`src/rtl/tcpopt_pkg.sv`:
```
package tcpopt_pkg;

  localparam logic [7:0] KIND_EOL    = 8'd0;
  localparam logic [7:0] KIND_MSS    = 8'd2;
  localparam logic [7:0] KIND_WSCALE = 8'd3;
  localparam logic [7:0] KIND_SACKOK = 8'd4;
  localparam logic [7:0] KIND_TSTAMP = 8'd8;

  localparam logic [3:0] LEN_SINGLE = 4'd1;
  localparam logic [3:0] LEN_MSS    = 4'd4;
  localparam logic [3:0] LEN_WSCALE = 4'd3;
  localparam logic [3:0] LEN_SACKOK = 4'd2;
  localparam logic [3:0] LEN_TSTAMP = 4'd10;

  localparam logic [3:0] OFF_MSS_HI   = 4'd2;
  localparam logic [3:0] OFF_MSS_LO   = 4'd3;
  localparam logic [3:0] OFF_SACK_LEN = 4'd1;
  localparam logic [3:0] OFF_TS_FIRST = 4'd2;
  localparam logic [3:0] OFF_TS_LAST  = 4'd5;
  localparam logic [3:0] OFF_WS_SHIFT = 4'd2;

  localparam logic [7:0] SACK_LEN_BYTE = 8'd2;
  localparam logic [7:0] MAX_SHIFT     = 8'd14;

  localparam int unsigned WIN_W    = 16;
  localparam int unsigned SCALED_W = 30;

  typedef enum logic [2:0] {
    CAP_NONE = 3'd0,
    CAP_MSS  = 3'd1,
    CAP_SACK = 3'd2,
    CAP_TS   = 3'd3,
    CAP_WS   = 3'd4
  } cap_e;

  typedef struct packed {
    logic [7:0]       option_byte;
    logic             last_byte;
    logic [WIN_W-1:0] header_window;
  } opt_beat_t;

  typedef struct packed {
    logic      valid;
    opt_beat_t beat;
  } stage_t;

  typedef struct packed {
    logic [3:0]  skip;
    cap_e        cap;
    logic [3:0]  off;
    logic        ended;
    logic [15:0] mss;
    logic        mss_seen;
    logic [7:0]  shift;
    logic        sack;
    logic [31:0] tsval;
    logic        ts_seen;
  } parse_state_t;

  localparam parse_state_t PARSE_RESET = '0;

  typedef struct packed {
    logic [15:0] mss;
    logic        mss_found;
    logic [7:0]  shift;
    logic        sack;
    logic [31:0] tsval;
    logic        ts_found;
  } opt_summary_t;

endpackage

```
`src/rtl/tcpopt_if.sv`:
```
interface tcpopt_opt_if;
  logic        valid;
  logic        ready;
  logic [7:0]  option_byte;
  logic        last_byte;
  logic [15:0] header_window;

  modport source (output valid, option_byte, last_byte, header_window, input ready);
  modport sink   (input valid, option_byte, last_byte, header_window, output ready);
endinterface

interface tcpopt_res_if;
  logic        valid;
  logic        ready;
  logic [15:0] max_segment_size;
  logic        mss_found;
  logic [7:0]  window_shift;
  logic        sack_allowed;
  logic [31:0] timestamp_value;
  logic        timestamp_found;
  logic [29:0] scaled_window;

  modport source (output valid, max_segment_size, mss_found, window_shift, sack_allowed,
                  timestamp_value, timestamp_found, scaled_window, input ready);
  modport sink   (input valid, max_segment_size, mss_found, window_shift, sack_allowed,
                  timestamp_value, timestamp_found, scaled_window, output ready);
endinterface

```
`src/rtl/tcpopt_in_reg.sv`:
```
module tcpopt_in_reg (
  input  logic               clk_i,
  input  logic               rst_ni,
  tcpopt_opt_if.sink         opt_i,
  input  logic               adv_i,
  output tcpopt_pkg::stage_t stage_o
);
  import tcpopt_pkg::*;

  logic      valid_q, valid_d;
  opt_beat_t beat_q;
  logic      load;

  assign opt_i.ready = !valid_q || adv_i;
  assign load        = opt_i.valid && opt_i.ready;

  always_comb begin
    valid_d = valid_q;
    if (opt_i.ready) begin
      valid_d = opt_i.valid;
    end
  end

  always_ff @(posedge clk_i or negedge rst_ni) begin
    if (!rst_ni) begin
      valid_q <= 1'b0;
    end else begin
      valid_q <= valid_d;
    end
  end

  always_ff @(posedge clk_i) begin
    if (load) begin
      beat_q.option_byte   <= opt_i.option_byte;
      beat_q.last_byte     <= opt_i.last_byte;
      beat_q.header_window <= opt_i.header_window;
    end
  end

  assign stage_o.valid = valid_q;
  assign stage_o.beat  = beat_q;

endmodule

```
`src/rtl/tcpopt_parse.sv`:
```
module tcpopt_parse (
  input  logic                     clk_i,
  input  logic                     rst_ni,
  input  logic                     take_i,
  input  tcpopt_pkg::opt_beat_t    beat_i,
  output tcpopt_pkg::opt_summary_t summary_o
);
  import tcpopt_pkg::*;

  parse_state_t state_q, state_d, upd;
  logic [7:0]   b;
  logic [3:0]   len;
  cap_e         cap;

  assign b = beat_i.option_byte;

  always_comb begin
    upd = state_q;
    len = LEN_SINGLE;
    cap = CAP_NONE;
    if (!state_q.ended) begin
      if (state_q.skip != '0) begin
        unique case (state_q.cap)
          CAP_MSS: begin
            if (state_q.off == OFF_MSS_HI) begin
              upd.mss_seen = 1'b0;
              upd.mss      = {b, 8'h00};
            end else if (state_q.off == OFF_MSS_LO) begin
              upd.mss[7:0] = b;
              upd.mss_seen = 1'b1;
            end
          end
          CAP_SACK: begin
            if (state_q.off == OFF_SACK_LEN && b == SACK_LEN_BYTE) begin
              upd.sack = 1'b1;
            end
          end
          CAP_TS: begin
            if (state_q.off >= OFF_TS_FIRST && state_q.off <= OFF_TS_LAST) begin
              if (state_q.off == OFF_TS_FIRST) begin
                upd.ts_seen = 1'b0;
              end
              upd.tsval = {state_q.tsval[23:0], b};
              if (state_q.off == OFF_TS_LAST) begin
                upd.ts_seen = 1'b1;
              end
            end
          end
          CAP_WS: begin
            if (state_q.off == OFF_WS_SHIFT) begin
              upd.shift = b;
            end
          end
          default: ;
        endcase
        upd.off  = state_q.off + 4'd1;
        upd.skip = state_q.skip - 4'd1;
        if (upd.skip == '0) begin
          upd.cap = CAP_NONE;
        end
      end else if (b == KIND_EOL) begin
        upd.ended = 1'b1;
      end else begin
        unique case (b)
          KIND_MSS: begin
            len = LEN_MSS;
            cap = CAP_MSS;
          end
          KIND_SACKOK: begin
            len = LEN_SACKOK;
            cap = CAP_SACK;
          end
          KIND_TSTAMP: begin
            len = LEN_TSTAMP;
            cap = CAP_TS;
          end
          KIND_WSCALE: begin
            len = LEN_WSCALE;
            cap = CAP_WS;
          end
          default: ;
        endcase
        upd.skip = len - 4'd1;
        upd.cap  = cap;
        upd.off  = 4'd1;
      end
    end
  end

  always_comb begin
    state_d = state_q;
    if (take_i) begin
      state_d = beat_i.last_byte ? PARSE_RESET : upd;
    end
  end

  always_ff @(posedge clk_i or negedge rst_ni) begin
    if (!rst_ni) begin
      state_q <= PARSE_RESET;
    end else begin
      state_q <= state_d;
    end
  end

  assign summary_o.mss       = upd.mss_seen ? upd.mss : '0;
  assign summary_o.mss_found = upd.mss_seen;
  assign summary_o.shift     = upd.shift;
  assign summary_o.sack      = upd.sack;
  assign summary_o.tsval     = upd.ts_seen ? upd.tsval : '0;
  assign summary_o.ts_found  = upd.ts_seen;

  a_idle_no_capture: assert property (@(posedge clk_i) disable iff (!rst_ni)
    state_q.skip == '0 |-> state_q.cap == CAP_NONE)
    else $error("capture kind set with no bytes owed");

  a_ended_no_skip: assert property (@(posedge clk_i) disable iff (!rst_ni)
    state_q.ended |-> state_q.skip == '0)
    else $error("parsing ended inside an option");

  a_last_clears: assert property (@(posedge clk_i) disable iff (!rst_ni)
    take_i && beat_i.last_byte |=> state_q == PARSE_RESET)
    else $error("state not cleared after last beat");

endmodule

```
`src/rtl/tcpopt_out_reg.sv`:
```
module tcpopt_out_reg (
  input  logic                     clk_i,
  input  logic                     rst_ni,
  input  logic                     load_i,
  input  tcpopt_pkg::opt_summary_t summary_i,
  input  logic [15:0]              window_i,
  output logic                     free_o,
  tcpopt_res_if.source             res_o
);
  import tcpopt_pkg::*;

  logic                valid_q, valid_d;
  opt_summary_t        sum_q;
  logic [SCALED_W-1:0] scaled_q, scaled_d, win_ext;
  logic [3:0]          sh;

  assign sh       = (summary_i.shift > MAX_SHIFT) ? MAX_SHIFT[3:0] : summary_i.shift[3:0];
  assign win_ext  = {{(SCALED_W - WIN_W){1'b0}}, window_i};
  assign scaled_d = win_ext << sh;

  assign free_o = !valid_q || res_o.ready;

  always_comb begin
    valid_d = valid_q;
    if (load_i) begin
      valid_d = 1'b1;
    end else if (res_o.ready) begin
      valid_d = 1'b0;
    end
  end

  always_ff @(posedge clk_i or negedge rst_ni) begin
    if (!rst_ni) begin
      valid_q <= 1'b0;
    end else begin
      valid_q <= valid_d;
    end
  end

  always_ff @(posedge clk_i) begin
    if (load_i) begin
      sum_q    <= summary_i;
      scaled_q <= scaled_d;
    end
  end

  assign res_o.valid            = valid_q;
  assign res_o.max_segment_size = sum_q.mss;
  assign res_o.mss_found        = sum_q.mss_found;
  assign res_o.window_shift     = sum_q.shift;
  assign res_o.sack_allowed     = sum_q.sack;
  assign res_o.timestamp_value  = sum_q.tsval;
  assign res_o.timestamp_found  = sum_q.ts_found;
  assign res_o.scaled_window    = scaled_q;

  a_load_when_free: assert property (@(posedge clk_i) disable iff (!rst_ni)
    load_i |-> free_o)
    else $error("result loaded over an unread beat");

endmodule

```
`src/rtl/tcp_option_parser_core.sv`:
```
// TCP option parser. Takes the options area one byte per beat and, on the beat
// flagged last_byte, returns one result beat with the MSS, window scale shift,
// SACK-permitted flag, TSval and the header window scaled by min(shift, 14).
// Each byte is registered, walked through the option state in one step, and a
// result is registered behind it; a new byte is accepted each cycle unless the
// input stalls, as it does only while a last byte waits for the output
// register to be drained. The result beat is presented by the output register,
// loaded from the input register. State returns to reset after each last byte.
module tcp_option_parser_core (
  input  logic         clk_i,
  input  logic         rst_ni,
  tcpopt_opt_if.sink   opt_i,
  tcpopt_res_if.source res_o
);
  import tcpopt_pkg::*;

  stage_t       s1;
  opt_summary_t summary;
  logic         out_free;
  logic         take;
  logic         load;

  assign take = s1.valid && (!s1.beat.last_byte || out_free);
  assign load = take && s1.beat.last_byte;

  tcpopt_in_reg u_in_reg (
    .clk_i   (clk_i),
    .rst_ni  (rst_ni),
    .opt_i   (opt_i),
    .adv_i   (take),
    .stage_o (s1)
  );

  tcpopt_parse u_parse (
    .clk_i     (clk_i),
    .rst_ni    (rst_ni),
    .take_i    (take),
    .beat_i    (s1.beat),
    .summary_o (summary)
  );

  tcpopt_out_reg u_out_reg (
    .clk_i     (clk_i),
    .rst_ni    (rst_ni),
    .load_i    (load),
    .summary_i (summary),
    .window_i  (s1.beat.header_window),
    .free_o    (out_free),
    .res_o     (res_o)
  );

  a_stall_cause: assert property (@(posedge clk_i) disable iff (!rst_ni)
    !opt_i.ready |-> s1.valid && s1.beat.last_byte && res_o.valid && !res_o.ready)
    else $error("input stalled without a blocked result");

endmodule
```
`src/flat_wrapper.sv`:
```
// flat-port wrapper written by rule: the top's interface ports become plain ports
module tcp_option_parser_core_flat import tcpopt_pkg::*;
  (clk_i, rst_ni, opt_i_valid, opt_i_option_byte, opt_i_last_byte, opt_i_header_window, opt_i_ready, res_o_valid, res_o_max_segment_size, res_o_mss_found, res_o_window_shift, res_o_sack_allowed, res_o_timestamp_value, res_o_timestamp_found, res_o_scaled_window, res_o_ready);
  tcpopt_opt_if opt_i_i ();
  tcpopt_res_if res_o_i ();
  input  logic clk_i;
  input  logic rst_ni;
  input wire logic [$bits(opt_i_i.valid)-1:0] opt_i_valid;
  input wire logic [$bits(opt_i_i.option_byte)-1:0] opt_i_option_byte;
  input wire logic [$bits(opt_i_i.last_byte)-1:0] opt_i_last_byte;
  input wire logic [$bits(opt_i_i.header_window)-1:0] opt_i_header_window;
  output wire logic [$bits(opt_i_i.ready)-1:0] opt_i_ready;
  output wire logic [$bits(res_o_i.valid)-1:0] res_o_valid;
  output wire logic [$bits(res_o_i.max_segment_size)-1:0] res_o_max_segment_size;
  output wire logic [$bits(res_o_i.mss_found)-1:0] res_o_mss_found;
  output wire logic [$bits(res_o_i.window_shift)-1:0] res_o_window_shift;
  output wire logic [$bits(res_o_i.sack_allowed)-1:0] res_o_sack_allowed;
  output wire logic [$bits(res_o_i.timestamp_value)-1:0] res_o_timestamp_value;
  output wire logic [$bits(res_o_i.timestamp_found)-1:0] res_o_timestamp_found;
  output wire logic [$bits(res_o_i.scaled_window)-1:0] res_o_scaled_window;
  input wire logic [$bits(res_o_i.ready)-1:0] res_o_ready;
  assign opt_i_i.valid = opt_i_valid;
  assign opt_i_i.option_byte = opt_i_option_byte;
  assign opt_i_i.last_byte = opt_i_last_byte;
  assign opt_i_i.header_window = opt_i_header_window;
  assign opt_i_ready = opt_i_i.ready;
  assign res_o_valid = res_o_i.valid;
  assign res_o_max_segment_size = res_o_i.max_segment_size;
  assign res_o_mss_found = res_o_i.mss_found;
  assign res_o_window_shift = res_o_i.window_shift;
  assign res_o_sack_allowed = res_o_i.sack_allowed;
  assign res_o_timestamp_value = res_o_i.timestamp_value;
  assign res_o_timestamp_found = res_o_i.timestamp_found;
  assign res_o_scaled_window = res_o_i.scaled_window;
  assign res_o_i.ready = res_o_ready;
  tcp_option_parser_core u_core (.clk_i(clk_i), .rst_ni(rst_ni), .opt_i(opt_i_i), .res_o(res_o_i));
endmodule
```
`config.mk`:
```
export PLATFORM = sky130hd
export DESIGN_NAME = tcp_option_parser_core_flat
export DESIGN_NICKNAME = d
export VERILOG_FILES = /design/src/rtl/tcpopt_pkg.sv /design/src/rtl/tcpopt_if.sv /design/src/rtl/tcpopt_in_reg.sv /design/src/rtl/tcpopt_parse.sv /design/src/rtl/tcpopt_out_reg.sv /design/src/rtl/tcp_option_parser_core.sv /design/src/flat_wrapper.sv
export SDC_FILE = /design/constraint.sdc
export NUM_CORES = 1
export LEC_CHECK = 0
export BUFFER_PORTS_ARGS = -buffer_cell sky130_fd_sc_hd__buf_2
export CAP_MARGIN = 30
export CORE_MARGIN = 8
export CORE_UTILIZATION = 40
export CTS_BUF_LIST = sky130_fd_sc_hd__clkbuf_16
export CTS_CLUSTER_DIAMETER = 150
export DETAILED_ROUTE_END_ITERATION = 10
export GPL_ROUTABILITY_DRIVEN = 0
export SLEW_MARGIN = 15
export SYNTH_ARGS = -nofsm -noshare
export SYNTH_HDL_FRONTEND = slang
export SYNTH_SLANG_ARGS = --single-unit
```
`constraint.sdc`:
```
create_clock -name clk_i -period 3.9 [get_ports clk_i]
set_input_delay 0.195 -clock clk_i [delete_from_list [all_inputs] [get_ports clk_i]]
set_output_delay 0.195 -clock clk_i [all_outputs]
set_load 0.02 [all_outputs]
```
==> flow_metrics.tcl <==
set metrics [dict create \
    synth_edf_count 114 \
    cp.arrival_ps 3740 \
    cap_violations 0 \
    grt_pass1_wl_um 35200 \
    grt_max_degree 42 \
    numCtsBuffers 17 \
    diodes 0 \
    first_iter_violations 602 \
    endpoint_kind "flop" \
    grt_pass1_vias 6321 \
    start_util_pct 40.4 \
    startpoint "u_core.u_parse.state_q[67]$_DFFE_PN0P_" \
    cts_buffer_depth 2 \
    irDropWorstVdd_mv 0.314 \
    dp_hpwl_um 15300 \
    r2r-start "u_core.u_parse.state_q[67]$_DFFE_PN0P_" \
    finalMaxSlewViolations 0 \
    p_leak_uw 0.00421 \
    finalCriticalPeriod_ps 3600 \
    final-seq-area_um2 5250 \
    crit_required_ps 4040 \
    cts_num_sinks 187 \
    syn_avg_cell_area_um2 11.8 \
    hold_viol_final 0 \
    period_share_pct 92.2 \
    hold_path.class "in -> async" \
    cts_root_buf "clkbuf_16" \
    rows 53 \
    yosys.area_share.simple_pct 11.7 \
    drt_wl_total_um 22300 \
    final-instance-count-excl-fill 1158 \
    core_um2 20900 \
    fin_worst_skew_ps 10.5 \
    worst_pin_slew_ps 897 \
    reg2reg_depth 9 \
    dieWidth_um 161 \
    routedWlPerCell_um 19.2 \
    dp.cells 1097 \
    ys_types 66 \
    rsz0062_at_grt "no" \
    grtUsageTotal_pct 17.2 \
    r2r_end "u_core.u_out_reg.res_o.scaled_window[16]$_DFFE_PP_" \
    multiInputGateArea_um2 2990 \
    path_class "reg -> reg" \
    vias_per_cell 5.57 \
    setup_tns_ps 0 \
    final_util_pct 49.3 \
    synth_warnings 0 \
    drc 0 \
    routed-via-count 6455 \
    r2r_slack_ps 300 \
    cts_tree "built" \
    critPathMaxFanout 18 \
    fp.dieH_um 161 \
    critPathLaunchType "flop" \
    antenna_found_initial 0 \
    synthMuxAreaShare_pct 5.11 \
    yosys.area_share.xor_xnor_pct 0.207 \
    p_per_area_nw_per_um2 412 \
    syn-cell-area_um2 8450 \
    final_cell_mix "buf_2, edfxtp_1, nand2_1, dfrtp_1" \
    grt_overflow 0 \
    finalSetupViolCount 0 \
    slew_headroom_pct 40.0 \
    max_freq_mhz 278 \
    final_common_cell "buf_2" \
    final_nets 906 \
    htreeDepth 4 \
    synth-main-ff-cell "edfxtp_1" \
    synth_top_family_by_area "compound AO/OA/AOI/OAI gates" \
    synth-async-reset-ratio_pct 39.0 \
    status "finished clean" \
    ant_nets 0 \
    insertion_delay_ps 440 \
    clkSlewWorstSetupHoldPaths_ps 70 \
    ys_seq_elements 187 \
    syn_inst 716 \
    dieArea_um2 26000 \
    num-fill-cells 1884 \
    yosysSeqAreaShare_pct 62.2 \
    syn-num-nets 752 \
    port_buffers 119 \
    final_layout_size_suffix_gt1_share_pct 22.9 \
    synth_compound_area_share_pct 16.9 \
    io_pins 120 \
    drt-pass1-iter-count 5 \
    synth_fa_ha_area_share_pct 1.04 \
    area_delta_synth_final_pct 22.0 \
]
==> state kept, by name, summed over array words and instances, names as in the netlist <==
| register | flops |
|---|---|
| u_core.u_in_reg.stage_o | 25 |
| u_core.u_in_reg.valid_q | 1 |
| u_core.u_out_reg.res_o.max_segment_size | 16 |
| u_core.u_out_reg.res_o.mss_found | 1 |
| u_core.u_out_reg.res_o.sack_allowed | 1 |
| u_core.u_out_reg.res_o.scaled_window | 30 |
| u_core.u_out_reg.res_o.timestamp_found | 1 |
| u_core.u_out_reg.res_o.timestamp_value | 32 |
| u_core.u_out_reg.res_o.valid | 1 |
| u_core.u_out_reg.res_o.window_shift | 8 |
| u_core.u_parse.state_q | 71 |
==> power breakdown <==
part | switching [uW] | internal [uW]
Sequential | 64.2 | 2180
Clock | 779 | 826
Combinational | 255 | 147
Total | 1100 | 3150
==> per-stage QoR <==
| stage | power (uW) | setup slack, ps | hold WS (ps) | cell area (um^2) |
|---|---|---|---|---|
| floorplan | 2500 | 616 | -101 | 8450 |
| global placement | 2650 | 472 | 372 | 9450 |
| detailed placement | 2660 | 401 | 373 | 9460 |
| CTS | 4280 | 371 | 446 | 10300 |
| global route | 4400 | 115 | 265 | 10300 |
| finish | 4250 | 305 | 231 | 10300 |
==> worst max-delay path: stages (launching register included) <==
cell and delay, ps:
dfrtp_1 430, inv_1 100, ha_1 240, or3b_1 490
nand3_2 360, mux2_2 590, mux2i_1 510, nor2_1 90
o21ai_1 260, o221ai_1 220
==> cell usage after synthesis, drive strengths merged (3+ instances only) <==
library cell / instances / area share (%)
nor3: 5 / 0.30
o22ai: 10 / 0.74
a22o: 55 / 5.7
clkbuf: 33 / 1.5
a31oi: 5 / 0.37
and2: 13 / 0.96
nor4: 5 / 0.37
inv: 14 / 0.62
nor2: 32 / 1.4
mux2: 8 / 1.1
and3: 5 / 0.37
dfrtp: 73 / 22
a211oi: 4 / 0.36
edfxtp: 114 / 41
o221ai: 5 / 0.52
or2: 3 / 0.25
o21ai: 38 / 2.3
mux2i: 31 / 4.0
ha: 7 / 1.0
nand2: 111 / 4.9
buf: 8 / 0.68
a22oi: 16 / 1.4
or4: 3 / 0.27
a21oi: 55 / 3.3
nand4: 4 / 0.30
nand3: 18 / 1.1
nor2b: 3 / 0.22
==> routing by layer <==
metal | vias up | GRT usage, % | routed length [um]
met5 | - | 0 | 0
met3 | 29 | 3.72 | 1430
met2 | 256 | 26.0 | 10300
met4 | 0 | 6.36 | 427
li1 | 3010 | - | -
met1 | 3160 | 23.8 | 10100
==> worst max-delay path by stage <==
stage                                                               end  depth (start not counted)  slack, ps
2_1_floorplan  u_core.u_out_reg.res_o.max_segment_size[0]$_SDFFCE_PN0P_                          5        620
3_3_place_gp         u_core.u_out_reg.res_o.scaled_window[16]$_DFFE_PP_                          8        470
3_5_place_dp         u_core.u_out_reg.res_o.scaled_window[16]$_DFFE_PP_                          9        400
4_1_cts              u_core.u_out_reg.res_o.scaled_window[16]$_DFFE_PP_                          9        370
5_1_grt              u_core.u_out_reg.res_o.scaled_window[16]$_DFFE_PP_                          9        110
6_report             u_core.u_out_reg.res_o.scaled_window[16]$_DFFE_PP_                          9        300
==> layout make-up <==
cell class                 instances  share of cell area (%)
clock buffer                      17                    4.13
tap                              275                    3.34
sequential                       187                    50.9
timing repair buffer             176                    10.9
multi-input combinational        473                    29.0
clock inverter                    15                    1.12
inverter                          15                   0.559
==> timing repair <==
action	in CTS	in global routing
resized for setup	0	0
setup buffers	0	0
setup endpoints to repair	0	0
hold endpoints to repair	67	0
hold buffers	28	0
==> kinds of logic (layout without fill, tap and decap cells) <==
group | count (synthesis) | count (layout)
buffers and inverters | 56 | 223
AOI/OAI and AO/OA | 211 | 211
adders and majority gates | 7 | 7
DFF | 187 | 187
xor gates and xnor gates | 2 | 2
muxes | 39 | 39
and+or+nand+nor | 214 | 214
Power figures use the tool's default switching activity.
